## src/hw/rtl/spmr_pkg.sv

```systemverilog
`default_nettype none
// ----------------------------------------------------------------------------
// spmr_pkg
// Shared types and constants of the sepia and row mirror pixel stream.
// ----------------------------------------------------------------------------
package spmr_pkg;

	localparam int PIX_W       = 8;
	localparam int ROW_WIDTH_W = 11;
	localparam int CFG_IDX_W   = 2;
	localparam int CFG_DATA_W  = 11;

	localparam logic [ROW_WIDTH_W-1:0] ROW_WIDTH_RESET = 11'd640;

	// channel positions inside a packed pixel
	localparam int CH_RED   = 2;
	localparam int CH_GREEN = 1;
	localparam int CH_BLUE  = 0;

	typedef logic [2:0][PIX_W-1:0] pixel_t;

	typedef struct packed {
		pixel_t pix;
		logic   row_end;
	} out_word_t;

	typedef enum logic [CFG_IDX_W-1:0] {
		REG_SEPIA_ENABLE  = 2'd0,
		REG_MIRROR_ENABLE = 2'd1,
		REG_ROW_WIDTH     = 2'd2
	} cfg_reg_e;

	// per-item control decided at accept time
	typedef struct packed {
		logic emit;
		logic from_mem;
		logic row_end;
		logic wr_en;
		logic sepia;
	} ctrl_t;

	// sepia arithmetic
	localparam int COEF_W      = 10;
	localparam int PROD_W      = 18;
	localparam int SUM_W       = 19;
	localparam int RECIP_W     = 19;
	localparam int MUL_W       = SUM_W + RECIP_W;
	localparam int RECIP_SHIFT = 28;
	localparam int QUOT_W      = 9;
	// ceil(2^28 / 1000), exact floor division for sums below 493447
	localparam logic [RECIP_W-1:0] SEPIA_RECIP = 19'd268436;

	localparam int OUT_FIFO_DEPTH = 8;
	localparam int OUT_FIFO_AW    = $clog2(OUT_FIFO_DEPTH);
	localparam int OUT_FIFO_CW    = $clog2(OUT_FIFO_DEPTH + 1);

	function automatic logic [COEF_W-1:0] sepia_coef(input logic [1:0] o, input logic [1:0] i);
		logic [COEF_W-1:0] c;
		c = '0;
		case (o)
			2'(CH_RED): begin
				case (i)
					2'(CH_RED):   c = 10'd393;
					2'(CH_GREEN): c = 10'd769;
					2'(CH_BLUE):  c = 10'd189;
					default:      c = '0;
				endcase
			end
			2'(CH_GREEN): begin
				case (i)
					2'(CH_RED):   c = 10'd349;
					2'(CH_GREEN): c = 10'd686;
					2'(CH_BLUE):  c = 10'd168;
					default:      c = '0;
				endcase
			end
			2'(CH_BLUE): begin
				case (i)
					2'(CH_RED):   c = 10'd272;
					2'(CH_GREEN): c = 10'd534;
					2'(CH_BLUE):  c = 10'd131;
					default:      c = '0;
				endcase
			end
			default: c = '0;
		endcase
		return c;
	endfunction

endpackage
`default_nettype wire

```

## src/hw/rtl/spmr_if.sv

```systemverilog
`default_nettype none


interface spmr_pix_out_if;
	logic       valid;
	logic       ready;
	logic [7:0] out_red;
	logic [7:0] out_green;
	logic [7:0] out_blue;
	logic       row_end;

	modport source (output valid, output out_red, output out_green, output out_blue,
		output row_end, input ready);
	modport sink (input valid, input out_red, input out_green, input out_blue,
		input row_end, output ready);
endinterface

`default_nettype wire

```

## src/hw/rtl/spmr_out_fifo.sv

```systemverilog
`default_nettype none
// ----------------------------------------------------------------------------
// spmr_out_fifo
// Result queue that decouples the pipeline from output back-pressure.
// ----------------------------------------------------------------------------
module spmr_out_fifo
	import spmr_pkg::*;
(
	input  logic                   clk,
	input  logic                   arst_n,
	input  logic                   push,
	input  out_word_t              push_word,
	spmr_pix_out_if.source         pix_out
);

	out_word_t                mem_q [0:OUT_FIFO_DEPTH-1];
	logic [OUT_FIFO_AW-1:0]   wp_q, rp_q;
	logic [OUT_FIFO_CW-1:0]   count_q;
	logic                     pop;
	out_word_t                head;

	assign pop  = pix_out.valid && pix_out.ready;
	assign head = mem_q[rp_q];

	always_ff @(posedge clk) begin
		if (push) begin
			mem_q[wp_q] <= push_word;
		end
	end

	always_ff @(posedge clk or negedge arst_n) begin
		if (!arst_n) begin
			wp_q    <= '0;
			rp_q    <= '0;
			count_q <= '0;
		end else begin
			if (push) begin
				wp_q <= wp_q + OUT_FIFO_AW'(1);
			end
			if (pop) begin
				rp_q <= rp_q + OUT_FIFO_AW'(1);
			end
			case ({push, pop})
				2'b10:   count_q <= count_q + OUT_FIFO_CW'(1);
				2'b01:   count_q <= count_q - OUT_FIFO_CW'(1);
				default: count_q <= count_q;
			endcase
		end
	end

	assign pix_out.valid     = count_q != '0;
	assign pix_out.out_red   = head.pix[CH_RED];
	assign pix_out.out_green = head.pix[CH_GREEN];
	assign pix_out.out_blue  = head.pix[CH_BLUE];
	assign pix_out.row_end   = head.row_end;

	// credit flow control must never overfill the queue
	assert property (@(posedge clk) disable iff (!arst_n)
		push && !pop |-> count_q < OUT_FIFO_CW'(OUT_FIFO_DEPTH))
	else $error("result queue overflow");

endmodule
`default_nettype wire
```

## src/flat_wrapper.sv

```systemverilog
// flat-port wrapper written by rule: the top's interface ports become plain ports
module spmr_out_fifo_flat import spmr_pkg::*;
  (clk, arst_n, push, push_word, pix_out_valid, pix_out_out_red, pix_out_out_green, pix_out_out_blue, pix_out_row_end, pix_out_ready);
  spmr_pix_out_if pix_out_i ();
  input  logic clk;
  input  logic arst_n;
  input  logic push;
  input  out_word_t push_word;
  output wire logic [$bits(pix_out_i.valid)-1:0] pix_out_valid;
  output wire logic [$bits(pix_out_i.out_red)-1:0] pix_out_out_red;
  output wire logic [$bits(pix_out_i.out_green)-1:0] pix_out_out_green;
  output wire logic [$bits(pix_out_i.out_blue)-1:0] pix_out_out_blue;
  output wire logic [$bits(pix_out_i.row_end)-1:0] pix_out_row_end;
  input wire logic [$bits(pix_out_i.ready)-1:0] pix_out_ready;
  assign pix_out_valid = pix_out_i.valid;
  assign pix_out_out_red = pix_out_i.out_red;
  assign pix_out_out_green = pix_out_i.out_green;
  assign pix_out_out_blue = pix_out_i.out_blue;
  assign pix_out_row_end = pix_out_i.row_end;
  assign pix_out_i.ready = pix_out_ready;
  spmr_out_fifo u_core (.clk(clk), .arst_n(arst_n), .push(push), .push_word(push_word), .pix_out(pix_out_i));
endmodule
```

## config.mk

```make
export PLATFORM = sky130hd
export DESIGN_NAME = spmr_out_fifo_flat
export DESIGN_NICKNAME = d
export VERILOG_FILES = /design/src/hw/rtl/spmr_pkg.sv /design/src/hw/rtl/spmr_if.sv /design/src/hw/rtl/spmr_out_fifo.sv /design/src/flat_wrapper.sv
export SDC_FILE = /design/constraint.sdc
export NUM_CORES = 1
export LEC_CHECK = 0
export BUFFER_PORTS_ARGS = -buffer_cell sky130_fd_sc_hd__buf_2
export CORE_ASPECT_RATIO = 0.75
export CORE_MARGIN = 2
export CORE_UTILIZATION = 60
export CTS_CLUSTER_DIAMETER = 80
export DETAILED_ROUTE_END_ITERATION = 10
export MAX_ROUTING_LAYER = met4
export PLACE_DENSITY = 0.79
export SLEW_MARGIN = 20
export SYNTH_ARGS = -nofsm -noshare
export SYNTH_HDL_FRONTEND = slang
export SYNTH_SLANG_ARGS = --single-unit
```

## constraint.sdc

```tcl
create_clock -name clk -period 5.9 [get_ports clk]
set_input_delay 0.885 -clock clk [delete_from_list [all_inputs] [get_ports clk]]
set_output_delay 0.885 -clock clk [all_outputs]
set_load 0.01 [all_outputs]
```

==> key figures <==
Timing
  • Worst clock skew: 0.00492 ns
  • Tcrit/Tclk final: 0.619
  • Hold Fails Final Rpt: 0
  • Rel. slew slack: 0.507
  • Worst hold margin: 0.250 ns
  • Worst setup margin: 2.25 ns
  • Setup_tns: 0 ns
  • Final setup viols: 0
  • FMAX: 0.274 GHz
  • Worst-Margin Slew: 0.739 ns
  • Fin crit period: 3.65 ns
  • Unrepaired setup endpoints after global routing: no
  • Slew Viols, Final: 0

Floorplan
  • Initial core utilization: 0.608
  • Core Region: 0.0136 mm^2
  • Die Ht: 106 um
  • Die area: 0.0148 mm^2
  • Io pins: 55
  • # rows: 37
  • Die width: 140 um

Pwr
  • PwrDens: 473 mW/mm^2
  • Pwr Total: 0.00444 W
  • Static leakage: 3.26 nW
  • Peak VDD IR: 0.000273 V

Synth
  • Post-Syn Nets: 379
  • Flops & latches, synth: 210
  • Post-Syn Area per Cell: 24.0 um^2
  • Seq/Total Area, Yosys: 0.756
  • Syn Std Cell Area: 0.00827 mm^2
  • Netlist cell types: 24
  • Cells after Synth: 345
  • Synthesis Warnings: 0

Global routing
  • Antenna violations before repair: 0
  • GR Util met3: 0.0400
  • Vias in the first global route: 3800
  • Largest net degree at the start of global routing: 53
  • Total track usage: 0.200
  • Most Crowded Layer GR: met2
  • Overflow after GRT: 0
  • Met1 Track Usage GR: 0.262
  • First-pass GRT wire length: 21400 um
  • Met2 usage: 0.338

Finish
  • Reg area: 0.00626 mm^2
  • Area of the multi-input gates: 0.00193 mm^2
  • Fillers: 850
  • Nets: 450
  • Diode count: 0
  • Layout cells sized above 1: 0.307
  • Final core occ: 0.690
  • Layout area overhead: 13.4%

Drt
  • Initial DRC Count: 186
  • Total vias in the final route: 3637
  • DRC: 0
  • Wirelength, routed: 13800 um
  • Antenna Nets Post-Route: 0
  • Per-cell routed wire length: 22.9 um
  • 1st-pass router iterations: 4
  • Via/cell ratio: 6.01

Clocking
  • CTS root buf: clkbuf_16
  • CTS Sinks: 210
  • Post-CTS Resized: 0
  • Clk Latency, worst-skew pair: 0.48 ns
  • CTS hold repair buffers: 0
  • Clock Pin Slew Worst Setup and Hold Paths: 0.06 ns
  • Htree depth: 1
  • Num CTS Buffers: 20
  • Setup Buffers After CTS: 0
  • Worst-case clock buffer depth: 3
  • CTS tree: built

Setup path
  • Critical path endpoint category: output pin
  • Worst Setup Start Kind: flop
  • Worst Path Required: 5.02 ns
  • CP Max Fanout: 39
  • Critical path class: reg2out
  • Arr. time, crit path: 2.77 ns

Worst hold path
  • Worst hold path type: in2async

Outcome
  • Status: complete, no violations

Place
  • IO Port Bufs: 54
  • Pre-CTS WS: 2.46 ns
  • RD Place Congestion: 0.710
  • HPWL after detailed placement: 7590 um

Flow run
  • Max-Cap Viols: 0
cell type report:
cell class / instances / share of cell area
clock buffers: 25 / 0.0576
clock inverters: 11 / 0.00826
inverters: 2 / 0.000800
multi-input cells: 118 / 0.206
flip-flops and latches: 210 / 0.667
well taps: 175 / 0.0233
repair buffers: 64 / 0.0368
registers in the layout, indices dropped and copies added (netlist names):
name / flops
u_core.wp_q: 3
u_core.rp_q: 3
u_core.count_q: 4
u_core.mem_q: 200
metrics by stage:
stage	std cells	cell area [um^2]
final	605	9390
after global routing	605	9390
after CTS	605	9380
after detailed placement	569	8760
after global placement	569	8760
after floorplan	345	8270
path summary, 6_finish.rpt:
check / to / slack, ns / cells after the start / start
max in group asynchronous: u_core.rp_q[1] / 5.43 / 1 / arst_n
min in group clk: u_core.count_q[3] / 0.47 / 1 / u_core.count_q[3]
hold / removal: u_core.count_q[3] / 0.25 / 1 / arst_n
setup reg to reg: u_core.count_q[2] / 3.34 / 10 / u_core.count_q[1]
setup / recovery: pix_out_out_red[2] / 2.25 / 4 / u_core.rp_q[0]
hold reg to reg: u_core.count_q[3] / 0.47 / 1 / u_core.count_q[3]
critical path, stage by stage, from the launching register on:
cell and delay [ns]:
dfrtp_4 0.87, buf_4 0.37, mux4_1 0.60, mux2_2 0.29, buf_2 0.14
layout by cell type (no fill, tap or decap), types with 5 or more instances in the layout:
cell	count
edfxtp_1	200
buf_2	54
mux4_1	49
mux2_2	28
clkbuf_16	21
buf_4	10
dfrtp_1	8
nor2_2	6
xor2_1	5
ha_1	5
clkinv_2	5
cells by family after synthesis:
family	after synthesis	synth area share
flops	210	0.756
mux	78	0.196
simple gates	22	0.0142
buf+inv	17	0.0133
xor+xnor	9	0.00953
fa+ha+maj	5	0.00756
compound gates	4	0.00287
where the power goes:
part	internal, W	total, W	switching [W]
clock network	0.000693	0.00119	0.000501
logic	0.000630	0.00113	0.000500
registers	0.00188	0.00211	0.000229
total	0.00321	0.00444	0.00123
Yosys cell counts:
library cell | number | area share
edfxtp_1 | 200 | 0.73
mux4_1 | 49 | 0.16
mux2_2 | 28 | 0.038
dfrtp_1 | 10 | 0.030
nor2_1 | 7 | 0.0032
buf_6 | 6 | 0.0082
clkbuf_1 | 6 | 0.0027
ha_1 | 5 | 0.0076
xor2_1 | 5 | 0.0053
nand2_1 | 4 | 0.0018
nand2b_1 | 4 | 0.0030
xnor2_1 | 4 | 0.0042
a21oi_1 | 3 | 0.0018
buf_1 | 2 | 0.00091
inv_1 | 2 | 0.00091
nor3_1 | 2 | 0.0012
a211o_1 | 1 | 0.0011
clkbuf_2 | 1 | 0.00060
mux4_2 | 1 | 0.0027
nand3_1 | 1 | 0.00060
nand3b_1 | 1 | 0.00091
nor3b_1 | 1 | 0.00091
nor4bb_1 | 1 | 0.0012
or4_4 | 1 | 0.0014
metal layers:
layer,wire length [um],vias to the layer above
met5,0,-
met2,7190,95
met4,221,0
li1,-,1628
met1,5760,1894
met3,664,20
No activity file was read; power rests on OpenSTA's default activity.
