--- config.mk ---
export PLATFORM = sky130hd
export DESIGN_NAME = spmr_sepia
export DESIGN_NICKNAME = d
export VERILOG_FILES = /design/src/hw/rtl/spmr_pkg.sv /design/src/hw/rtl/spmr_sepia.sv
export SDC_FILE = /design/constraint.sdc
export NUM_CORES = 1
export LEC_CHECK = 0
export ABC_CLOCK_PERIOD_IN_PS = 5600
export BUFFER_PORTS_ARGS = -buffer_cell sky130_fd_sc_hd__clkbuf_2
export CORE_MARGIN = 2
export CORE_UTILIZATION = 25
export CTS_BUF_LIST = sky130_fd_sc_hd__clkbuf_2 sky130_fd_sc_hd__clkbuf_4 sky130_fd_sc_hd__clkbuf_8
export DETAILED_ROUTE_END_ITERATION = 12
export PLACE_DENSITY = 0.43
export SLEW_MARGIN = 30
export SYNTH_ARGS = -nofsm -noshare
export SYNTH_HDL_FRONTEND = slang
export SYNTH_SLANG_ARGS = --single-unit
--- constraint.sdc ---
create_clock -name clk -period 5.6 [get_ports clk]
set_input_delay 1.4 -clock clk [delete_from_list [all_inputs] [get_ports clk]]
set_output_delay 1.4 -clock clk [all_outputs]
set_load 0.05 [all_outputs]
--- src/hw/rtl/spmr_pkg.sv ---
`default_nettype none
// ----------------------------------------------------------------------------
// spmr_pkg
// Shared types and constants of the sepia and row mirror pixel stream.
// ----------------------------------------------------------------------------
package spmr_pkg;

	localparam int PIX_W       = 8;
	localparam int ROW_WIDTH_W = 11;
	localparam int CFG_IDX_W   = 2;
	localparam int CFG_DATA_W  = 11;

	localparam logic [ROW_WIDTH_W-1:0] ROW_WIDTH_RESET = 11'd640;

	// channel positions inside a packed pixel
	localparam int CH_RED   = 2;
	localparam int CH_GREEN = 1;
	localparam int CH_BLUE  = 0;

	typedef logic [2:0][PIX_W-1:0] pixel_t;

	typedef struct packed {
		pixel_t pix;
		logic   row_end;
	} out_word_t;

	typedef enum logic [CFG_IDX_W-1:0] {
		REG_SEPIA_ENABLE  = 2'd0,
		REG_MIRROR_ENABLE = 2'd1,
		REG_ROW_WIDTH     = 2'd2
	} cfg_reg_e;

	// per-item control decided at accept time
	typedef struct packed {
		logic emit;
		logic from_mem;
		logic row_end;
		logic wr_en;
		logic sepia;
	} ctrl_t;

	// sepia arithmetic
	localparam int COEF_W      = 10;
	localparam int PROD_W      = 18;
	localparam int SUM_W       = 19;
	localparam int RECIP_W     = 19;
	localparam int MUL_W       = SUM_W + RECIP_W;
	localparam int RECIP_SHIFT = 28;
	localparam int QUOT_W      = 9;
	// ceil(2^28 / 1000), exact floor division for sums below 493447
	localparam logic [RECIP_W-1:0] SEPIA_RECIP = 19'd268436;

	localparam int OUT_FIFO_DEPTH = 8;
	localparam int OUT_FIFO_AW    = $clog2(OUT_FIFO_DEPTH);
	localparam int OUT_FIFO_CW    = $clog2(OUT_FIFO_DEPTH + 1);

	function automatic logic [COEF_W-1:0] sepia_coef(input logic [1:0] o, input logic [1:0] i);
		logic [COEF_W-1:0] c;
		c = '0;
		case (o)
			2'(CH_RED): begin
				case (i)
					2'(CH_RED):   c = 10'd393;
					2'(CH_GREEN): c = 10'd769;
					2'(CH_BLUE):  c = 10'd189;
					default:      c = '0;
				endcase
			end
			2'(CH_GREEN): begin
				case (i)
					2'(CH_RED):   c = 10'd349;
					2'(CH_GREEN): c = 10'd686;
					2'(CH_BLUE):  c = 10'd168;
					default:      c = '0;
				endcase
			end
			2'(CH_BLUE): begin
				case (i)
					2'(CH_RED):   c = 10'd272;
					2'(CH_GREEN): c = 10'd534;
					2'(CH_BLUE):  c = 10'd131;
					default:      c = '0;
				endcase
			end
			default: c = '0;
		endcase
		return c;
	endfunction

endpackage
`default_nettype wire

--- src/hw/rtl/spmr_sepia.sv ---
`default_nettype none
// ----------------------------------------------------------------------------
// spmr_sepia
// Three-stage sepia weighting: products, sums, reciprocal divide by 1000.
// ----------------------------------------------------------------------------
module spmr_sepia
	import spmr_pkg::*;
(
	input  logic   clk,
	input  pixel_t pix_s1,
	input  logic   sepia_s1,
	output pixel_t pix_s4
);

	logic [2:0][2:0][PROD_W-1:0] prod_s2;
	logic [2:0][SUM_W-1:0]       sum_s3;
	logic [2:0][QUOT_W-1:0]      quot_s4;
	logic [2:0][MUL_W-1:0]       recip_prod;

	pixel_t raw_s2, raw_s3, raw_s4;
	logic   sepia_s2, sepia_s3, sepia_s4;

	always_ff @(posedge clk) begin
		for (int o = 0; o < 3; o++) begin
			for (int i = 0; i < 3; i++) begin
				prod_s2[o][i] <= PROD_W'(sepia_coef(2'(o), 2'(i))) * PROD_W'(pix_s1[i]);
			end
		end
		raw_s2   <= pix_s1;
		sepia_s2 <= sepia_s1;
	end

	always_ff @(posedge clk) begin
		for (int o = 0; o < 3; o++) begin
			sum_s3[o] <= SUM_W'(prod_s2[o][0]) + SUM_W'(prod_s2[o][1]) + SUM_W'(prod_s2[o][2]);
		end
		raw_s3   <= raw_s2;
		sepia_s3 <= sepia_s2;
	end

	always_comb begin
		for (int o = 0; o < 3; o++) begin
			recip_prod[o] = MUL_W'(sum_s3[o]) * MUL_W'(SEPIA_RECIP);
		end
	end

	always_ff @(posedge clk) begin
		for (int o = 0; o < 3; o++) begin
			quot_s4[o] <= recip_prod[o][RECIP_SHIFT +: QUOT_W];
		end
		raw_s4   <= raw_s3;
		sepia_s4 <= sepia_s3;
	end

	// clamp at 255; pass the raw pixel when sepia is off
	always_comb begin
		for (int o = 0; o < 3; o++) begin
			if (!sepia_s4) begin
				pix_s4[o] = raw_s4[o];
			end else if (quot_s4[o] > QUOT_W'(255)) begin
				pix_s4[o] = '1;
			end else begin
				pix_s4[o] = quot_s4[o][PIX_W-1:0];
			end
		end
	end

endmodule
`default_nettype wire

==> flow_metrics.py, run 1 <==
metrics = {
    "synthesis": {
        "synth_enable_flop_cells": 0,
        "yosys.cell_types.count": 62,
        "postSynthCellCount": 2700,
        "synth_area_per_cell_sq_um": 10.29,
        "mappedNetlistArea_sq_um": 27790,
        "synth_sequential_area_ratio": 0.1960,
        "yosys_reg_bits": 272,
        "yosys_warnings": 0,
        "async_flop_share": 0,
        "mappedNetlistNets": 3762,
        "synth_flop_cell": "dfxtp_1",
    },
    "job": {
        "drv.max_cap_violation_count": 0,
    },
    "status": {
        "outcome": "completed",
    },
    "clock_tree": {
        "cts-htree-levels": 2,
        "root_buffer_cell": "clkbuf_8",
        "tritoncts.num_buffers": 52,
        "clk_pin_slew_worst_paths_ns": 0.06,
        "clk_path_buf_depth": 3,
        "hold_fix_buffers_cts": 0,
        "insertion_delay_ns": 0.64,
        "ctsResizeCount": 0,
        "clock_sink_total": 272,
        "post-cts-setup-buffers": 0,
        "clock_tree_from_tritoncts": "yes",
    },
    "grt": {
        "grt_pass1_vias": 19650,
        "grt_overflow": 0,
        "grt_pass1_wl_um": 108500,
        "antenna_found_initial": 2,
        "pin_count_of_the_biggest_net_entering_global_routing": 25,
        "grt_util_all_layers": 0.1234,
    },
    "die": {
        "num_io_pins": 50,
        "num_rows": 122,
        "core_sq_um": 110500,
        "die_span_in_y_um": 337.4,
        "start_util": 0.2514,
        "fp.dieArea_sq_um": 113800,
        "die_width_um": 337.4,
    },
    "timing": {
        "number_of_pins_exceeding_their_max_slew_limit_in_the_final_report": 0,
        "unrepaired_setup_endpoints_after_global_routing": "false",
        "finalSetupViolations": 0,
        "fmax_mhz": 190.1,
        "worstMarginPinSlew_ns": 0.7440,
        "relSlewSlack": 0.4911,
        "finClkSkew_ns": 0.02266,
        "timing_hold_violations_final": 0,
        "post-route-period-util": 0.9392,
        "totalNegativeSetupSlack_ns": 0,
        "post-route-min-period_ns": 5.259,
    },
    "setup_path": {
        "crit-reg2reg-launch": "sum_s3[28]$_DFF_P_",
        "cp_data_required_time_ns": 6.16,
        "end_kind": "flop",
        "critPathLaunchType": "flop",
        "timing.reg2reg.setup_slack_ns": 0.34,
        "worstPathArrival_ns": 5.82,
        "worstReg2RegEnd": "quot_s4[15]$_DFF_P_",
        "timing_worst_setup_path_type": "reg -> reg",
        "depth_of_the_most_critical_reg_to_reg_path": 17,
        "path_max_fanout": 6,
    },
    "cells_and_area": {
        "fin_cells": 4377,
        "syn2layout_area_growth_pct": 13.51,
        "final_nets": 3909,
        "layout.cells.most_common": "ha_1",
        "final.fill_count": 11760,
        "final_cell_mix": "ha_1, inv_1, dfxtp_1",
        "final_layout_size_suffix_gt1_frac": 0.07479,
    },
    "route": {
        "drt_first_iter_violations": 681,
        "post_drt_via_cell_ratio": 4.198,
        "routed_wl_um": 67590,
        "vias": 18380,
        "avgRoutedWirePerCell_um": 15.44,
        "drc": 0,
        "drt-pass1-iter-count": 5,
        "drt.antenna.violating_nets": 0,
    },
    "hold_path": {
        "hold_start": "raw_s3[5]$_DFF_P_",
        "worst_hold_path_type": "reg -> reg",
        "whs_endpoint": "raw_s4[5]$_DFF_P_",
        "worstHoldPathCells": 0,
    },
    "place": {
        "io_buffer_count": 49,
        "routabilityCongestion": 0.7859,
        "number_of_cells_in_the_design_after_placement": 4281,
        "place_hpwl_um": 58340,
    },
}
==> how the worst max path moves through the flow <==
stage	start	endpoint	slack, ns
after floorplan	pix_s1[18]	prod_s2[106]$_DFF_P_	0.56
after global placement	pix_s1[18]	prod_s2[106]$_DFF_P_	0.11
after detailed placement	pix_s1[18]	prod_s2[106]$_DFF_P_	0.14
after CTS	sum_s3[9]$_DFF_P_	quot_s4[5]$_DFF_P_	0.20
after global routing	sum_s3[28]$_DFF_P_	quot_s4[15]$_DFF_P_	0.02
final	sum_s3[28]$_DFF_P_	quot_s4[15]$_DFF_P_	0.34
==> cell usage after synthesis (all sizes together) (18+ instances only) <==
cell type | instances | area (sq um)
nor2 | 107 | 401.6
xor2 | 40 | 350.3
a21o | 61 | 457.9
nor3 | 42 | 215.2
a21oi | 111 | 559.3
nand3 | 32 | 160.2
nand2 | 56 | 210.2
ha | 766 | 9584
xnor2 | 95 | 832.1
o21ai | 60 | 304.0
fa | 270 | 5405
dfxtp | 272 | 5445
inv | 539 | 2023
o21a | 18 | 135.1
nor2b | 28 | 175.2
==> area by class of cell <==
type / count / area, sq um / area share
Clock buffer: 65 / 850.8 / 0.02698
Antenna cell: 1 / 2.502 / 0.00007934
Tap cell: 1488 / 1862 / 0.05903
Clock inverter: 30 / 417.9 / 0.01325
Timing Repair Buffer: 103 / 650.6 / 0.02063
Sequential cell: 272 / 5446 / 0.1727
Multi-Input combinational cell: 1879 / 20290 / 0.6432
Inverter: 539 / 2023 / 0.06415
==> state kept, by name, summed over array words and instances (netlist names) <==
signal	cells
raw_s2	23
prod_s2	116
raw_s3	24
sepia_s3	1
sum_s3	55
sepia_s2	1
quot_s4	27
raw_s4	24
sepia_s4	1
==> metrics by stage <==
| step | cell area, sq um | utilization | hold slack, ns | setup WS (ns) |
|---|---|---|---|---|
| finish | 31540 | 0.2854 | 0.3242 | 0.3407 |
| global route | 31540 | 0.2854 | 0.3315 | 0.02277 |
| CTS | 31530 | 0.2853 | 0.3254 | 0.2007 |
| detailed placement | 30260 | 0.2738 | 0.3121 | 0.1355 |
| global placement | 30260 | 0.2738 | 0.3101 | 0.1071 |
| floorplan | 27790 | - | 0.3096 | 0.5594 |
==> kinds of logic (layout without fill, tap and decap cells) <==
kind of cell / after synthesis / in the layout / synth area share
AO/OA/AOI/OAI: 375 / 375 / 0.08988
adder cells (fa/ha/maj): 1036 / 1036 / 0.5395
flip-flops: 272 / 272 / 0.1960
AND/OR/NAND/NOR: 333 / 333 / 0.05795
buffers and inverters: 549 / 737 / 0.07417
XOR/XNOR: 135 / 135 / 0.04255
other: 0 / 1 / 0
==> critical path, stage by stage, from the launching register on <==
cell       delay [ns]
dfxtp_1          0.52
ha_1             0.31
ha_1             0.22
fa_1             0.55
fa_1             0.44
fa_1             0.54
inv_1            0.05
fa_1             0.52
inv_1            0.04
ha_1             0.21
a211oi_2         0.20
o21ai_1          0.11
a2111oi_2        0.45
o41ai_2          0.16
a211oi_2         0.44
o21ai_2          0.14
a21oi_2          0.16
xnor2_1          0.12
==> routing by layer <==
layer / global-route usage / share of wire / vias up
met3: 0.01325 / 0.021 / 68
li1: - / - / 9352
met1: 0.1652 / 0.49 / 8782
met2: 0.2094 / 0.47 / 173
met4: 0.03518 / 0.024 / 0
met5: 0 / 0 / -
Power of run 1 is not shown: default switching activity piles up to over one toggle a cycle in this logic, so the estimate is an artifact.
==> run 2: changes to the inputs <==
Settings changed: RECOVER_POWER set to 25.
==> flow_metrics.py, run 2 (synthesis results as in run 1) <==
metrics = {
    "grt": {
        "pin_count_of_the_biggest_net_entering_global_routing": 25,
        "antenna_found_initial": 2,
        "grtUsageMet2": 0.2094,
        "grt_util_all_layers": 0.1234,
        "grt.met3_usage": 0.01325,
        "use_met1": 0.1652,
        "grt_overflow": 0,
        "global_route_layer_with_the_greatest_usage": "met2",
        "grt_pass1_vias": 19650,
        "grt_pass1_wl_um": 108500,
    },
    "timing": {
        "worst_slack_ns": 0.3405,
        "unrepaired_setup_endpoints_after_global_routing": "false",
        "finClkSkew_ns": 0.02469,
        "finalSetupViolations": 0,
        "post-route-min-period_ns": 5.259,
        "timing_hold_violations_final": 0,
        "worstMarginPinSlew_ns": 0.7799,
        "hold-worst-slack_ns": 0.3242,
        "number_of_pins_exceeding_their_max_slew_limit_in_the_final_report": 0,
        "fmax_mhz": 190.1,
        "totalNegativeSetupSlack_ns": 0,
        "relSlewSlack": 0.4801,
        "post-route-period-util": 0.9392,
    },
    "clock_tree": {
        "hold_fix_buffers_cts": 0,
        "cts-htree-levels": 2,
        "tritoncts.num_buffers": 52,
        "clock_tree_from_tritoncts": "yes",
        "clk_pin_slew_worst_paths_ns": 0.06,
        "clock_sink_total": 272,
        "clk_path_buf_depth": 3,
        "root_buffer_cell": "clkbuf_8",
        "insertion_delay_ns": 0.65,
        "post-cts-setup-buffers": 0,
        "ctsResizeCount": 0,
    },
    "route": {
        "drc": 0,
        "drt.antenna.violating_nets": 0,
        "drt_first_iter_violations": 656,
        "routed_wl_um": 67640,
        "vias": 18380,
        "drt-pass1-iter-count": 5,
        "avgRoutedWirePerCell_um": 15.45,
        "post_drt_via_cell_ratio": 4.199,
    },
    "setup_path": {
        "most_common_cell_on_crit_path": "fa_1",
        "cp_data_required_time_ns": 6.16,
        "crit_chain": "ha_1 > ha_1 > fa_1 > fa_1 > fa_1 > inv_1 > fa_1 > inv_1 > ha_1 > a211oi_2 > o21ai_1 > a2111oi_2 > o41ai_2 > a211oi_2 > o21ai_2 > a21oi_2 > xnor2_1",
        "end_kind": "flop",
        "cpPeakStageDelay_ns": 0.55,
        "worstPathArrival_ns": 5.82,
        "critPathLaunchType": "flop",
        "cp_slowest_cell": "fa_1",
        "path_max_fanout": 6,
        "timing_worst_setup_path_type": "reg -> reg",
    },
    "cells_and_area": {
        "final_nets": 3909,
        "final.fill_count": 11770,
        "final_layout_size_suffix_gt1_frac": 0.06683,
        "largest_registers": "prod_s2 (116), sum_s3 (55), quot_s4 (27)",
        "max_flop_register": "prod_s2",
        "layout.cells.most_common": "ha_1",
        "syn2layout_area_growth_pct": 13.29,
        "final_cell_mix": "ha_1, inv_1, dfxtp_1",
        "largest_register_ff_count": 116,
    },
    "die": {
        "num_rows": 122,
        "die_span_in_y_um": 337.4,
        "die_width_um": 337.4,
        "fp.dieArea_sq_um": 113800,
        "core_sq_um": 110500,
        "num_io_pins": 50,
        "start_util": 0.2514,
    },
    "job": {
        "drv.max_cap_violation_count": 0,
    },
    "place": {
        "dp_worst_setup_slack_ns": 0.1355,
        "routabilityCongestion": 0.7859,
        "place_hpwl_um": 58340,
        "io_buffer_count": 49,
    },
    "hold_path": {
        "worst_hold_path_type": "reg -> reg",
    },
    "status": {
        "outcome": "completed",
    },
}
run 2: cell types whose count changed in the layout (fill, tap and decap cells not counted):
cell / previous run / this run
clkbuf_2: 49 / 39
clkbuf_1: 0 / 23
buf_4: 54 / 41
run 2: worst paths after layout:
check	start	endpoint	slack (ns)	cells after the start
min	raw_s3[5]$_DFF_P_	raw_s4[5]$_DFF_P_	0.32	0
max	sum_s3[28]$_DFF_P_	quot_s4[15]$_DFF_P_	0.34	17
min reg2reg	raw_s3[5]$_DFF_P_	raw_s4[5]$_DFF_P_	0.32	0
max reg2reg	sum_s3[28]$_DFF_P_	quot_s4[15]$_DFF_P_	0.34	17
run 2: through the flow:
| step | cell area [sq um] | cells | utilization |
|---|---|---|---|
| final | 31480 | 4377 | 0.2848 |
| after global routing | 31480 | 4377 | 0.2848 |
| after CTS | 31530 | 4376 | 0.2853 |
| after detailed placement | 30260 | 4281 | 0.2738 |
| after global placement | 30260 | 4281 | 0.2738 |
| after floorplan | 27790 | 2700 | - |
run 2: final cells by class:
class | count | area (sq um) | area share
multi-input cells | 1879 | 20290 | 0.6444
flip-flops and latches | 272 | 5446 | 0.1730
inverters | 539 | 2023 | 0.06427
well taps | 1488 | 1862 | 0.05915
clock buffers | 65 | 850.8 | 0.02703
repair buffers | 103 | 589.3 | 0.01872
clock inverters | 30 | 417.9 | 0.01328
diodes | 1 | 2.502 | 0.00007950
run 2: layer usage:
layer	wire length (um)	part of all wire
met5	0	0
met1	32830	0.49
met2	31750	0.47
met3	1464	0.022
met4	1591	0.024
run 2: critical path, delay by kind of cell (launching register included):
kind                     cells  cell delay, ns
buffers and inverters        2            0.09
adder cells (fa/ha/maj)      7            2.79
flip-flops                   1            0.52
XOR/XNOR                     1            0.12
AO/OA/AOI/OAI                7            1.66
Power of run 2 is left out for the same reason.
