## src/hw/rtl/spmr_pkg.sv

```systemverilog
`default_nettype none
// ----------------------------------------------------------------------------
// spmr_pkg
// Shared types and constants of the sepia and row mirror pixel stream.
// ----------------------------------------------------------------------------
package spmr_pkg;

	localparam int PIX_W       = 8;
	localparam int ROW_WIDTH_W = 11;
	localparam int CFG_IDX_W   = 2;
	localparam int CFG_DATA_W  = 11;

	localparam logic [ROW_WIDTH_W-1:0] ROW_WIDTH_RESET = 11'd640;

	// channel positions inside a packed pixel
	localparam int CH_RED   = 2;
	localparam int CH_GREEN = 1;
	localparam int CH_BLUE  = 0;

	typedef logic [2:0][PIX_W-1:0] pixel_t;

	typedef struct packed {
		pixel_t pix;
		logic   row_end;
	} out_word_t;

	typedef enum logic [CFG_IDX_W-1:0] {
		REG_SEPIA_ENABLE  = 2'd0,
		REG_MIRROR_ENABLE = 2'd1,
		REG_ROW_WIDTH     = 2'd2
	} cfg_reg_e;

	// per-item control decided at accept time
	typedef struct packed {
		logic emit;
		logic from_mem;
		logic row_end;
		logic wr_en;
		logic sepia;
	} ctrl_t;

	// sepia arithmetic
	localparam int COEF_W      = 10;
	localparam int PROD_W      = 18;
	localparam int SUM_W       = 19;
	localparam int RECIP_W     = 19;
	localparam int MUL_W       = SUM_W + RECIP_W;
	localparam int RECIP_SHIFT = 28;
	localparam int QUOT_W      = 9;
	// ceil(2^28 / 1000), exact floor division for sums below 493447
	localparam logic [RECIP_W-1:0] SEPIA_RECIP = 19'd268436;

	localparam int OUT_FIFO_DEPTH = 8;
	localparam int OUT_FIFO_AW    = $clog2(OUT_FIFO_DEPTH);
	localparam int OUT_FIFO_CW    = $clog2(OUT_FIFO_DEPTH + 1);

	function automatic logic [COEF_W-1:0] sepia_coef(input logic [1:0] o, input logic [1:0] i);
		logic [COEF_W-1:0] c;
		c = '0;
		case (o)
			2'(CH_RED): begin
				case (i)
					2'(CH_RED):   c = 10'd393;
					2'(CH_GREEN): c = 10'd769;
					2'(CH_BLUE):  c = 10'd189;
					default:      c = '0;
				endcase
			end
			2'(CH_GREEN): begin
				case (i)
					2'(CH_RED):   c = 10'd349;
					2'(CH_GREEN): c = 10'd686;
					2'(CH_BLUE):  c = 10'd168;
					default:      c = '0;
				endcase
			end
			2'(CH_BLUE): begin
				case (i)
					2'(CH_RED):   c = 10'd272;
					2'(CH_GREEN): c = 10'd534;
					2'(CH_BLUE):  c = 10'd131;
					default:      c = '0;
				endcase
			end
			default: c = '0;
		endcase
		return c;
	endfunction

endpackage
`default_nettype wire

```

## src/hw/rtl/spmr_ctrl.sv

```systemverilog
`default_nettype none
// ----------------------------------------------------------------------------
// spmr_ctrl
// Row bookkeeping: write and read columns, bank select, pending row.
// ----------------------------------------------------------------------------
module spmr_ctrl
	import spmr_pkg::*;
#(
	parameter int MAX_ROW_WIDTH = 1024,
	localparam int EFF_MAX = (MAX_ROW_WIDTH < 2047) ? MAX_ROW_WIDTH : 2047,
	localparam int CW      = $clog2(EFF_MAX),
	localparam int WW      = $clog2(EFF_MAX + 1),
	localparam int AW      = $clog2(2 * MAX_ROW_WIDTH)
) (
	input  logic                   clk,
	input  logic                   arst_n,
	input  logic                   accept,
	input  logic                   drain,
	input  logic                   sepia_en,
	input  logic                   mirror_en,
	input  logic [ROW_WIDTH_W-1:0] row_width,
	output ctrl_t                  ctrl,
	output logic [AW-1:0]          wr_addr,
	output logic [AW-1:0]          rd_addr
);

	logic [CW-1:0] wc_q, wc_d;
	logic [CW-1:0] rc_q, rc_d;
	logic          wb_q, wb_d;
	logic          pend_q, pend_d;

	logic [WW-1:0] w;
	logic          last;
	logic          rd_end;
	logic [CW-1:0] rd_col;
	logic          from_mem;

	always_comb begin
		if (row_width == '0) begin
			w = WW'(1);
		end else if (row_width > ROW_WIDTH_W'(EFF_MAX)) begin
			w = WW'(EFF_MAX);
		end else begin
			w = WW'(row_width);
		end
	end

	assign last   = (WW'(wc_q) + WW'(1)) >= w;
	assign rd_end = (WW'(rc_q) + WW'(1)) >= w;
	assign rd_col = (WW'(rc_q) < w) ? CW'(w - WW'(1) - WW'(rc_q)) : '0;

	assign wr_addr = wb_q ? (AW'(MAX_ROW_WIDTH) + AW'(wc_q)) : AW'(wc_q);
	assign rd_addr = wb_q ? AW'(rd_col) : (AW'(MAX_ROW_WIDTH) + AW'(rd_col));

	assign from_mem = (drain || mirror_en) && pend_q;

	always_comb begin
		ctrl.emit     = accept && (drain ? pend_q : (!mirror_en || pend_q));
		ctrl.from_mem = accept && from_mem;
		ctrl.row_end  = from_mem ? rd_end : last;
		ctrl.wr_en    = accept && !drain && mirror_en;
		ctrl.sepia    = sepia_en;
	end

	always_comb begin
		wc_d   = wc_q;
		rc_d   = rc_q;
		wb_d   = wb_q;
		pend_d = pend_q;
		if (accept) begin
			if (from_mem) begin
				if (rd_end) begin
					pend_d = 1'b0;
					rc_d   = '0;
				end else begin
					rc_d = rc_q + CW'(1);
				end
			end
			if (!drain) begin
				if (last) begin
					wc_d = '0;
				end else begin
					wc_d = wc_q + CW'(1);
				end
				if (mirror_en && last) begin
					wb_d   = !wb_q;
					pend_d = 1'b1;
					rc_d   = '0;
				end
			end
		end
	end

	always_ff @(posedge clk or negedge arst_n) begin
		if (!arst_n) begin
			wc_q   <= '0;
			rc_q   <= '0;
			wb_q   <= 1'b0;
			pend_q <= 1'b0;
		end else begin
			wc_q   <= wc_d;
			rc_q   <= rc_d;
			wb_q   <= wb_d;
			pend_q <= pend_d;
		end
	end

	// a completed mirrored row is always waiting afterwards
	assert property (@(posedge clk) disable iff (!arst_n)
		accept && !drain && mirror_en && last |=> pend_q && (wb_q != $past(wb_q)))
	else $error("completed row not left pending");

	// writes and reads of one word go to opposite banks
	assert property (@(posedge clk) disable iff (!arst_n)
		ctrl.wr_en && ctrl.from_mem |-> wr_addr != rd_addr)
	else $error("row store read and write collide");

	// write and read columns stay inside one bank
	assert property (@(posedge clk) disable iff (!arst_n)
		int'(wc_q) < MAX_ROW_WIDTH && int'(rc_q) < MAX_ROW_WIDTH)
	else $error("column beyond bank");

endmodule
`default_nettype wire

```

## config.mk

```make
export PLATFORM = sky130hd
export DESIGN_NAME = spmr_ctrl
export DESIGN_NICKNAME = d
export VERILOG_FILES = /design/src/hw/rtl/spmr_pkg.sv /design/src/hw/rtl/spmr_ctrl.sv
export SDC_FILE = /design/constraint.sdc
export NUM_CORES = 1
export LEC_CHECK = 0
export BUFFER_PORTS_ARGS = -buffer_cell sky130_fd_sc_hd__buf_2
export CAP_MARGIN = 20
export CORE_UTILIZATION = 45
export CTS_BUF_LIST = sky130_fd_sc_hd__clkbuf_4
export CTS_CLUSTER_SIZE = 8
export DETAILED_ROUTE_END_ITERATION = 10
export GPL_TIMING_DRIVEN = 0
export PLACE_DENSITY = 0.64
export SYNTH_ARGS = -nofsm -noshare
export SYNTH_HDL_FRONTEND = slang
export SYNTH_SLANG_ARGS = --single-unit
```

## constraint.sdc

```tcl
create_clock -name clk -period 7.9 [get_ports clk]
set_input_delay 2.37 -clock clk [delete_from_list [all_inputs] [get_ports clk]]
set_output_delay 2.37 -clock clk [all_outputs]
set_load 0.02 [all_outputs]
```

==> results of run 1 <==
## area by class of cell
cell class / count / area, µm²
sequential: 22 / 551
tap: 70 / 87.6
buffer: 8 / 40.0
timing repair buffer: 42 / 210
multi-input combinational: 248 / 1840
clock inverter: 1 / 30.0
clock buffer: 3 / 22.5
fill: 540 / 2390
inverter: 26 / 97.6
## where the power goes
| part | internal [mW] | total (mW) | switching, mW | leakage [nW] |
|---|---|---|---|---|
| clock network | 0.0513 | 0.0872 | 0.0360 | 0.0279 |
| registers | 0.135 | 0.170 | 0.0351 | 0.286 |
| logic | 0.153 | 0.354 | 0.202 | 1.15 |
## worst max path at each step
| stage | slack (ns) | end |
|---|---|---|
| 2_1_floorplan | 1.05 | rd_addr[8] |
| 3_3_place_gp | 0.32 | rd_addr[2] |
| 3_5_place_dp | 0.34 | rd_addr[2] |
| 4_1_cts | 0.32 | rd_addr[2] |
| 5_1_grt | 0.12 | rd_addr[0] |
| 6_report | 0.36 | rd_addr[2] |
## synth_stat cells, types with 2 or more instances
cell type,count
sky130_fd_sc_hd__clkbuf_1,4
sky130_fd_sc_hd__a211oi_1,4
sky130_fd_sc_hd__dfrtp_1,22
sky130_fd_sc_hd__and2_1,5
sky130_fd_sc_hd__o21ai_1,2
sky130_fd_sc_hd__nand2b_1,6
sky130_fd_sc_hd__xnor2_1,14
sky130_fd_sc_hd__a31oi_1,3
sky130_fd_sc_hd__a21oi_1,9
sky130_fd_sc_hd__inv_1,25
sky130_fd_sc_hd__o2bb2ai_1,2
sky130_fd_sc_hd__ha_1,42
sky130_fd_sc_hd__or2_2,2
sky130_fd_sc_hd__nand2_1,28
sky130_fd_sc_hd__nand3_1,8
sky130_fd_sc_hd__xor2_1,7
sky130_fd_sc_hd__o21ai_0,21
sky130_fd_sc_hd__o31ai_1,3
sky130_fd_sc_hd__nor2b_1,7
sky130_fd_sc_hd__o41ai_1,2
sky130_fd_sc_hd__nor3_1,4
sky130_fd_sc_hd__a211oi_2,2
sky130_fd_sc_hd__o21a_1,6
sky130_fd_sc_hd__buf_4,2
sky130_fd_sc_hd__nor2_1,22
sky130_fd_sc_hd__a21o_1,8
sky130_fd_sc_hd__a32o_1,9
sky130_fd_sc_hd__nor4_1,3
sky130_fd_sc_hd__and3_1,10
sky130_fd_sc_hd__a211o_1,3
sky130_fd_sc_hd__buf_2,2
sky130_fd_sc_hd__o2111ai_1,2
## logic make-up (layout without fill, tap and decap cells)
kind of cell / after synthesis / in the layout / synth area share [%]
buf+inv: 34 / 80 / 5.43
flops: 22 / 22 / 21.7
simple gates: 96 / 96 / 18.2
xor+xnor: 21 / 21 / 7.26
compound gates: 87 / 87 / 25.4
mux: 1 / 1 / 0.445
fa+ha+maj: 43 / 43 / 21.5
## metal layers
metal | vias to the layer above | global-route usage, % | wire length [µm]
met3 | 2 | 0.714 | 121
met5 | - | 0 | 0
met4 | 0 | 4.53 | 27
met2 | 32 | 38.3 | 2940
met1 | 1054 | 25.9 | 2760
li1 | 1187 | - | -
## state kept, by name (all words and copies together) (netlist names)
| signal | cells |
|---|---|
| pend_q | 1 |
| rc_q | 10 |
| wb_q | 1 |
| wc_q | 10 |
## stage by stage
stage | hold WS [ns] | util [%] | std cells
after floorplan | 0.469 | - | 304
after global placement | 0.486 | 53.7 | 416
after detailed placement | 0.489 | 53.7 | 416
after CTS | 0.510 | 54.7 | 420
after global routing | 0.539 | 54.7 | 420
final | 0.503 | 54.7 | 420
==> impl_metrics.yaml, run 1 <==
cells_and_area:
  fin_nets: 411
  layout_area_overhead_pct: 13.8
  antennaDiodeCount: 0
  final_cell_mix: "sky130_fd_sc_hd__buf_2 (44), sky130_fd_sc_hd__ha_1 (42), sky130_fd_sc_hd__nand2_1 (28)"
  design_area_um2: 2880
  layout_commonest_cell: "sky130_fd_sc_hd__buf_2"
  drive_gt1_share_pct: 17.1
floorplan:
  die-width_um: 77.0
  top_level_ports: 44
  chipHeight_um: 77.0
  rows: 26
  coreArea_um2: 5270
  fp.dieArea_um2: 5930
  starting_density_of_the_core_pct: 48.1
drt:
  route.detailed.wl_per_inst_um: 13.9
  drtIter0Drc: 131
  route.detailed.drc: 0
  number_of_iterations_in_the_first_detailed_routing_pass: 4
  drtAntennaViolNets: 0
  drt-vias-per-instance: 5.42
  vias: 2275
  drt_wl_total_mm: 5.85
setup_path:
  worst_r2r_startpoint: "rc_q[1]$_DFFE_PN0P_"
  critical_path.slowest_cell: "sky130_fd_sc_hd__a211oi_2"
  setup.worst_path.start: "row_width[10]"
  cpLargestDelayFamily: "compound AO/OA/AOI/OAI gates"
  reg2reg_to: "rc_q[7]$_DFFE_PN0P_"
  worstPathRequired_ns: 5.53
  worst_r2r_path_depth: 11
  crit_path_end_kind: "primary output"
  cp_num_buf_inv: 5
  crit_fanout: 11
  cp_slowest_stage_delay_ns: 0.63
  crit_path_frequent_cell: "sky130_fd_sc_hd__buf_2"
  crit_path_start_kind: "input pin"
  critical_path_cell_count: 13
  arrival_ns: 5.17
  critical_path.cell_chain: "buf_2 -> clkinv_1 -> nand2_1 -> inv_1 -> ha_1 -> buf_2 -> a211o_1 -> nor2_1 -> a211oi_1 -> o21ai_1 -> a211oi_2 -> nor3_1 -> buf_2"
  criticalPathCategory: "in2out"
  timing.reg2reg.setup_slack_ns: 4.52
logic_synthesis:
  synth-seq-cells: 22
  synth.area.top_cells: "sky130_fd_sc_hd__dfrtp_1 (22%), sky130_fd_sc_hd__ha_1 (21%), sky130_fd_sc_hd__xnor2_1 (4.8%)"
  post_synth_inst_count: 304
  synth_cell_type_count: 47
  yosys.area.top_type_share_pct: 21.7
  syn_area_um2: 2530
  synth_sequential_area_ratio_pct: 21.7
  synth_top_flop_cell: "sky130_fd_sc_hd__dfrtp_1"
  synthesis.yosys.warnings: 0
  synth.net_count: 364
  synth_enable_flop_cells: 0
  netlist.top_cell.by_area: "sky130_fd_sc_hd__dfrtp_1"
  ys_async_sr_fraction_pct: 100
  syn-mean-instance-area_um2: 8.33
power:
  power.leakage_nw: 1.46
  ir_drop_v: 0.000142
  design_power_total_mw: 0.611
  p_per_area_nw_per_um2: 212
placed_design:
  detailedPlace.worstSlack_ns: 0.336
  place_area_um2: 2830
  dp_hpwl_mm: 4.75
  number_of_port_buffers: 42
  finalWeightedCongestion: 0.832
timing:
  final_min_period_over_clock_period_pct: 95.4
  fmaxAchievable_mhz: 133
  finalWorstPathRequiredPeriod_ns: 7.54
  timing.final.max_slew_violations: 0
  setup-tns-final_ns: 0
  worst_slew_margin_rel_pct: 53.7
  finClkSkew_ns: 0.00304
  final.setup.worst_slack_ns: 0.361
  tightestPinTransition_ns: 0.694
  rsz0062_at_grt: "false"
  report.final.hold_viol_count: 0
  setup_viol: 0
clock_network:
  tritoncts: "built"
  post_cts_resized: 0
  root_buffer: "sky130_fd_sc_hd__clkbuf_4"
  bufs_on_longest_clock_path: 2
  cts-hold-fix-buffers: 0
  clock_sinks: 22
  cts_htree_levels: 1
  postCtsSetupRepairBufs: 0
  path_clk_slew_ns: 0.13
  cts-buffers-inserted: 3
  clock_insertion_delay_worst_skew_ns: 0.31
global_routing:
  grt-ovfl-total: 0
  first_global_vias: 2116
  antenna_found_initial: 0
  grt_pass1_wl_mm: 9.83
  grt_max_degree: 23
  grt_util_all_layers_pct: 20.5
hold_path:
  timing.hold.worst_path_depth: 1
  timing.hold.worst_endpoint: "wb_q$_DFFE_PN0P_"
  worst_hold_path_type: "reg2reg"
  hold_path_startpoint: "wb_q$_DFFE_PN0P_"
job:
  drv.max_cap_violation_count: 0
status:
  status: "complete, no violations"
Note: power is estimated with default switching activity, not from simulation.
==> inputs of run 2 (changes only) <==
- CORE_UTILIZATION: 45 -> 60
- PLACE_DENSITY: 0.64 -> 0.83
==> run 2 against run 1 <==
Global-route usage rose by 7.8 points. Clock skew decreased by 0.0012 ns. Non-clock buffer count unchanged. Clock-buffer cell count stayed put. Register-to-register slack gained 0.05 ns. Core utilization increased by 16 points. Fmax rose by 0.74%. Critical path depth unchanged.
==> impl_metrics.yaml, run 2 (synthesis gave the netlist of run 1 again) <==
floorplan:
  chipHeight_um: 67.0
  fp.dieArea_um2: 4480
  rows: 23
  die-width_um: 67.0
  coreArea_um2: 4030
  starting_density_of_the_core_pct: 62.9
  top_level_ports: 44
timing:
  report.final.hold_viol_count: 0
  rsz0062_at_grt: "false"
  timing.final.max_slew_violations: 0
  tightestPinTransition_ns: 0.666
  final.setup.worst_slack_ns: 0.416
  worst_slew_margin_rel_pct: 55.5
  finClkSkew_ns: 0.00185
  setup-tns-final_ns: 0
  fmaxAchievable_mhz: 134
  finalWorstPathRequiredPeriod_ns: 7.48
  final_min_period_over_clock_period_pct: 94.7
  setup_viol: 0
setup_path:
  crit_fanout: 11
  worst_r2r_startpoint: "rc_q[1]$_DFFE_PN0P_"
  critical_path.slowest_cell: "sky130_fd_sc_hd__a211oi_2"
  worstPathRequired_ns: 5.53
  cp_slowest_stage_delay_ns: 0.61
  arrival_ns: 5.11
  critical_path.cell_chain: "buf_2 -> clkinv_1 -> nand2_1 -> inv_1 -> ha_1 -> buf_2 -> a211o_1 -> nor2_1 -> a211oi_1 -> o21ai_1 -> a211oi_2 -> nor3_1 -> buf_2"
  crit_path_start_kind: "input pin"
  crit_path_frequent_cell: "sky130_fd_sc_hd__buf_2"
  criticalPathCategory: "in2out"
  setup.worst_path.start: "row_width[10]"
  crit_path_end_kind: "primary output"
drt:
  drtIter0Drc: 81
  drt-vias-per-instance: 5.85
  drt_wl_total_mm: 5.78
  drtAntennaViolNets: 0
  vias: 2340
  route.detailed.drc: 0
  route.detailed.wl_per_inst_um: 14.4
  number_of_iterations_in_the_first_detailed_routing_pass: 4
global_routing:
  global_route.usage.met3_pct: 1.20
  grt_util_all_layers_pct: 28.3
  grt_use_met1_pct: 34.8
  grtUsageMet2_pct: 52.8
  grt_pass1_wl_mm: 9.79
  antenna_found_initial: 0
  busiest_layer: "met2"
  first_global_vias: 2256
  grt-ovfl-total: 0
  grt_max_degree: 23
clock_network:
  clock_sinks: 22
  root_buffer: "sky130_fd_sc_hd__clkbuf_4"
  bufs_on_longest_clock_path: 2
  path_clk_slew_ns: 0.13
  clock_insertion_delay_worst_skew_ns: 0.31
  postCtsSetupRepairBufs: 0
  tritoncts: "built"
  post_cts_resized: 0
  cts-hold-fix-buffers: 0
  cts_htree_levels: 1
  cts-buffers-inserted: 3
placed_design:
  finalWeightedCongestion: 0.837
  detailedPlace.worstSlack_ns: 0.366
  dp_hpwl_mm: 4.78
  placed_cells: 396
  place_area_um2: 2810
  number_of_port_buffers: 42
cells_and_area:
  layout_commonest_cell: "sky130_fd_sc_hd__buf_2"
  drive_gt1_share_pct: 16.9
  top_flop_regs: "rc_q: 10 flops, wc_q: 10 flops"
  antennaDiodeCount: 0
  fin_nets: 411
  layoutNonFillerInstCount: 400
  finalCoreUtilization_pct: 70.3
  design_area_um2: 2830
  layout_area_overhead_pct: 11.8
  final_cell_mix: "sky130_fd_sc_hd__buf_2 (44), sky130_fd_sc_hd__ha_1 (42), sky130_fd_sc_hd__nand2_1 (28)"
hold_path:
  worst_hold_path_type: "reg2reg"
  hold_path_startpoint: "wb_q$_DFFE_PN0P_"
status:
  status: "complete, no violations"
power:
  p_per_area_nw_per_um2: 205
  power.leakage_nw: 1.45
  ir_drop_v: 0.000165
job:
  drv.max_cap_violation_count: 0
## run 2: cell count changes in the layout (fill, tap and decap cells not counted)
cell                        previous run  this run
sky130_fd_sc_hd__bufinv_16             1         0
sky130_fd_sc_hd__clkinv_1              1         2
## run 2: power breakdown
part,switching [mW],total (mW),internal (mW)
clock network,0.0359,0.0544,0.0185
registers,0.0350,0.170,0.135
logic,0.203,0.356,0.153
total,0.274,0.580,0.306
## run 2: worst max-delay path: cells and delay by family
kind	cells	cell delay (ns)
compound gates	4	1.18
fa+ha+maj	1	0.26
buf+inv	5	0.84
simple gates	3	0.45
## run 2: cell type report
| class | count | area [µm²] |
|---|---|---|
| flip-flops and latches | 22 | 551 |
| inverters | 26 | 97.6 |
| fillers | 357 | 1200 |
| plain buffers | 8 | 40.0 |
| well taps | 50 | 62.6 |
| multi-input cells | 248 | 1840 |
| repair buffers | 42 | 210 |
| clock buffers | 3 | 22.5 |
| clock inverters | 1 | 3.75 |
## run 2: final timing paths
path	cells past startpoint	slack, ns	end
hold / removal	1	0.51	wb_q$_DFFE_PN0P_
max in group asynchronous	1	5.54	wc_q[5]$_DFFE_PN0P_
hold reg to reg	1	0.51	wb_q$_DFFE_PN0P_
min in group asynchronous	1	2.01	rc_q[9]$_DFFE_PN0P_
setup / recovery	13	0.42	rd_addr[2]
setup reg to reg	11	4.57	rc_q[2]$_DFFE_PN0P_
## run 2: per-layer routing
metal | up-vias | wire length [µm]
met4 | 0 | 61
met1 | 1095 | 2610
met2 | 47 | 2970
li1 | 1191 | -
met3 | 7 | 137
met5 | - | 0
## run 2: stage by stage
step                hold slack (ns)  power, mW
floorplan                     0.469      0.431
global placement              0.484      0.516
detailed placement            0.497      0.529
CTS                           0.519      0.584
global route                  0.533      0.633
finish                        0.509      0.580
==> inputs of run 3 (changes only) <==
- ABC_AREA: default -> 1
- PLACE_DENSITY: 0.83 -> 0.82
==> run 3 against run 2 <==
Core utilization increased by 0.16 points. First-iteration DRC count increased by 98%. Sequential power increased by 6%. Critical endpoint is now rd_addr[6].
==> impl_metrics.yaml, run 3 <==
logic_synthesis:
  post_synth_inst_count: 438
  synthMostInstantiatedCell: "sky130_fd_sc_hd__nand2_1"
  synth_enable_flop_cells: 0
  yosys.area.top_type_share_pct: 19.7
  ys_async_sr_fraction_pct: 100
  synth.net_count: 498
  synth_top_flop_cell: "sky130_fd_sc_hd__dfrtp_1"
  netlist.top_cell.by_area: "sky130_fd_sc_hd__dfrtp_1"
  syn-mean-instance-area_um2: 6.40
  synth.area.top_cells: "sky130_fd_sc_hd__dfrtp_1 (20%), sky130_fd_sc_hd__ha_1 (19%), sky130_fd_sc_hd__nand2_1 (19%)"
  syn_area_um2: 2800
  post_synth_most_frequent_cells: "sky130_fd_sc_hd__nand2_1 (139), sky130_fd_sc_hd__inv_1 (79), sky130_fd_sc_hd__ha_1 (42), sky130_fd_sc_hd__nor2_1 (39), sky130_fd_sc_hd__nand3_1 (24)"
  synth_sequential_area_ratio_pct: 19.7
  synthesis.yosys.warnings: 0
  synth-seq-cells: 22
  synth_cell_type_count: 37
setup_path:
  crit_fanout: 7
  setup.worst_path.start: "row_width[2]"
  criticalPathCategory: "in2out"
  crit_path_start_kind: "input pin"
  worstPathRequired_ns: 5.53
  endpoint: "rd_addr[6]"
  worst_r2r_startpoint: "wc_q[0]$_DFFE_PN0P_"
  timing.reg2reg.setup_slack_ns: 5.07
  arrival_ns: 5.17
  crit_path_end_kind: "primary output"
  reg2reg_to: "rc_q[7]$_DFFE_PN0P_"
  worst_r2r_path_depth: 17
drt:
  drtAntennaViolNets: 0
  drt-vias-per-instance: 5.22
  drt_wl_total_mm: 6.52
  drtIter0Drc: 160
  vias: 2798
  route.detailed.wl_per_inst_um: 12.2
  number_of_iterations_in_the_first_detailed_routing_pass: 4
  route.detailed.drc: 0
global_routing:
  grt_pass1_wl_mm: 11.3
  antenna_found_initial: 0
  grt_util_all_layers_pct: 28.1
  busiest_layer: "met2"
  grt_use_met1_pct: 40.7
  grt_max_degree: 23
  global_route.usage.met3_pct: 2.60
  first_global_vias: 2521
  grtUsageMet2_pct: 44.4
  grt-ovfl-total: 0
cells_and_area:
  fin_nets: 545
  layoutNonFillerInstCount: 536
  layout_commonest_cell: "sky130_fd_sc_hd__nand2_1"
  antennaDiodeCount: 0
  drive_gt1_share_pct: 14.9
  layout_area_overhead_pct: 11.0
  top_flop_regs: "rc_q: 10 flops, wc_q: 10 flops"
  final_cell_mix: "sky130_fd_sc_hd__nand2_1 (139), sky130_fd_sc_hd__inv_1 (78), sky130_fd_sc_hd__buf_2 (43)"
clock_network:
  bufs_on_longest_clock_path: 2
  postCtsSetupRepairBufs: 0
  clock_insertion_delay_worst_skew_ns: 0.34
  tritoncts: "built"
  clock_sinks: 22
  cts-buffers-inserted: 3
  root_buffer: "sky130_fd_sc_hd__clkbuf_4"
  path_clk_slew_ns: 0.11
  cts_htree_levels: 1
  cts-hold-fix-buffers: 0
floorplan:
  rows: 24
  chipHeight_um: 70.3
  coreArea_um2: 4410
  fp.dieArea_um2: 4950
  die-width_um: 70.3
  top_level_ports: 44
  starting_density_of_the_core_pct: 63.5
timing:
  final_min_period_over_clock_period_pct: 95.4
  setup-tns-final_ns: 0
  fmaxAchievable_mhz: 133
  finClkSkew_ns: 0.0276
  final.setup.worst_slack_ns: 0.361
  report.final.hold_viol_count: 0
  finalWorstPathRequiredPeriod_ns: 7.54
  tightestPinTransition_ns: 0.500
  setup_viol: 0
  worst_slew_margin_rel_pct: 66.6
  timing.final.max_slew_violations: 0
  rsz0062_at_grt: "false"
status:
  status: "complete, no violations"
power:
  power.leakage_nw: 1.92
  ir_drop_v: 0.000157
  p_per_area_nw_per_um2: 208
placed_design:
  finalWeightedCongestion: 0.992
  dp_hpwl_mm: 5.32
  detailedPlace.worstSlack_ns: 0.265
  placed_cells: 532
  number_of_port_buffers: 42
hold_path:
  worst_hold_path_type: "reg2reg"
  hold_path_startpoint: "pend_q$_DFFE_PN0P_"
job:
  drv.max_cap_violation_count: 0
==> run 3: cell count changes in the layout (fill, tap and decap cells not counted), sizes merged, moves of 9 or more <==
cell / delta
nand2: +113
inv: +59
nand3: +20
nor2: +20
xnor2: -12
a32o: -9
and3: -9
==> run 3: final cells by class <==
type	count	area, µm²
multi-input combinational	325	1900
fill	408	1310
sequential	22	551
inverter	84	315
timing repair buffer	42	210
tap	52	65.1
buffer	7	46.3
clock buffer	3	22.5
clock inverter	1	3.75
==> run 3: critical path, cell delays in order <==
cell,delay (ns)
sky130_fd_sc_hd__buf_2,0.11
sky130_fd_sc_hd__nor4_2,0.32
sky130_fd_sc_hd__nand2_1,0.12
sky130_fd_sc_hd__nor2_1,0.10
sky130_fd_sc_hd__nor2_1,0.07
sky130_fd_sc_hd__inv_2,0.12
sky130_fd_sc_hd__o21ai_0,0.10
sky130_fd_sc_hd__inv_1,0.18
sky130_fd_sc_hd__ha_1,0.27
sky130_fd_sc_hd__inv_1,0.08
sky130_fd_sc_hd__fa_1,0.41
sky130_fd_sc_hd__inv_1,0.09
sky130_fd_sc_hd__nand3_1,0.06
sky130_fd_sc_hd__nand2_1,0.13
sky130_fd_sc_hd__nand2_1,0.08
sky130_fd_sc_hd__nand3_1,0.07
sky130_fd_sc_hd__o21ai_0,0.09
sky130_fd_sc_hd__xor2_1,0.15
sky130_fd_sc_hd__nor2_1,0.08
sky130_fd_sc_hd__buf_2,0.17
==> run 3: routing by layer <==
layer / wire length, µm / vias to the layer above
met2: 2880 / 84
met5: 0 / -
met3: 364 / 13
met4: 107 / 0
li1: - / 1465
met1: 3170 / 1236
==> run 3: kinds of logic (layout without fill, tap and decap cells) <==
logic type / Yosys count / in the layout / synth area share [%]
xor+xnor: 13 / 13 / 4.06
flops: 22 / 22 / 19.7
compound gates: 46 / 46 / 10.1
buf+inv: 91 / 137 / 12.9
fa+ha+maj: 43 / 43 / 19.5
simple gates: 222 / 222 / 33.4
mux: 1 / 1 / 0.357
==> run 3: per-stage QoR <==
stage | util [%] | hold slack, ns | area (µm²) | total power [mW]
final | 70.4 | 0.553 | 3110 | 0.647
after global routing | 70.4 | 0.599 | 3110 | 0.715
after CTS | 70.3 | 0.568 | 3100 | 0.650
after detailed placement | 69.7 | 0.540 | 3080 | 0.593
after global placement | 69.7 | 0.507 | 3080 | 0.580
after floorplan | - | 0.463 | 2800 | 0.483
==> run 3: what timing repair did <==
| item | CTS | global route |
|---|---|---|
| endpoints found under the setup margin | 0 | 1 |
| gates resized for setup | 0 | 2 |
| endpoints found under the hold margin | 0 | 0 |
==> run 3: power breakdown <==
group	internal (mW)	leakage [nW]	switching [mW]
sequential	0.141	0.292	0.0388
combinational	0.151	1.61	0.261
clock	0.0186	0.0154	0.0375
total	0.311	1.92	0.337
==> run 3: worst min-delay path by stage <==
stage	cells after the start	slack (ns)	end
after CTS	2	0.57	pend_q$_DFFE_PN0P_
after global routing	2	0.60	pend_q$_DFFE_PN0P_
after global placement	2	0.51	pend_q$_DFFE_PN0P_
after detailed placement	2	0.54	pend_q$_DFFE_PN0P_
final	2	0.55	pend_q$_DFFE_PN0P_
after floorplan	2	0.46	pend_q$_DFFE_PN0P_
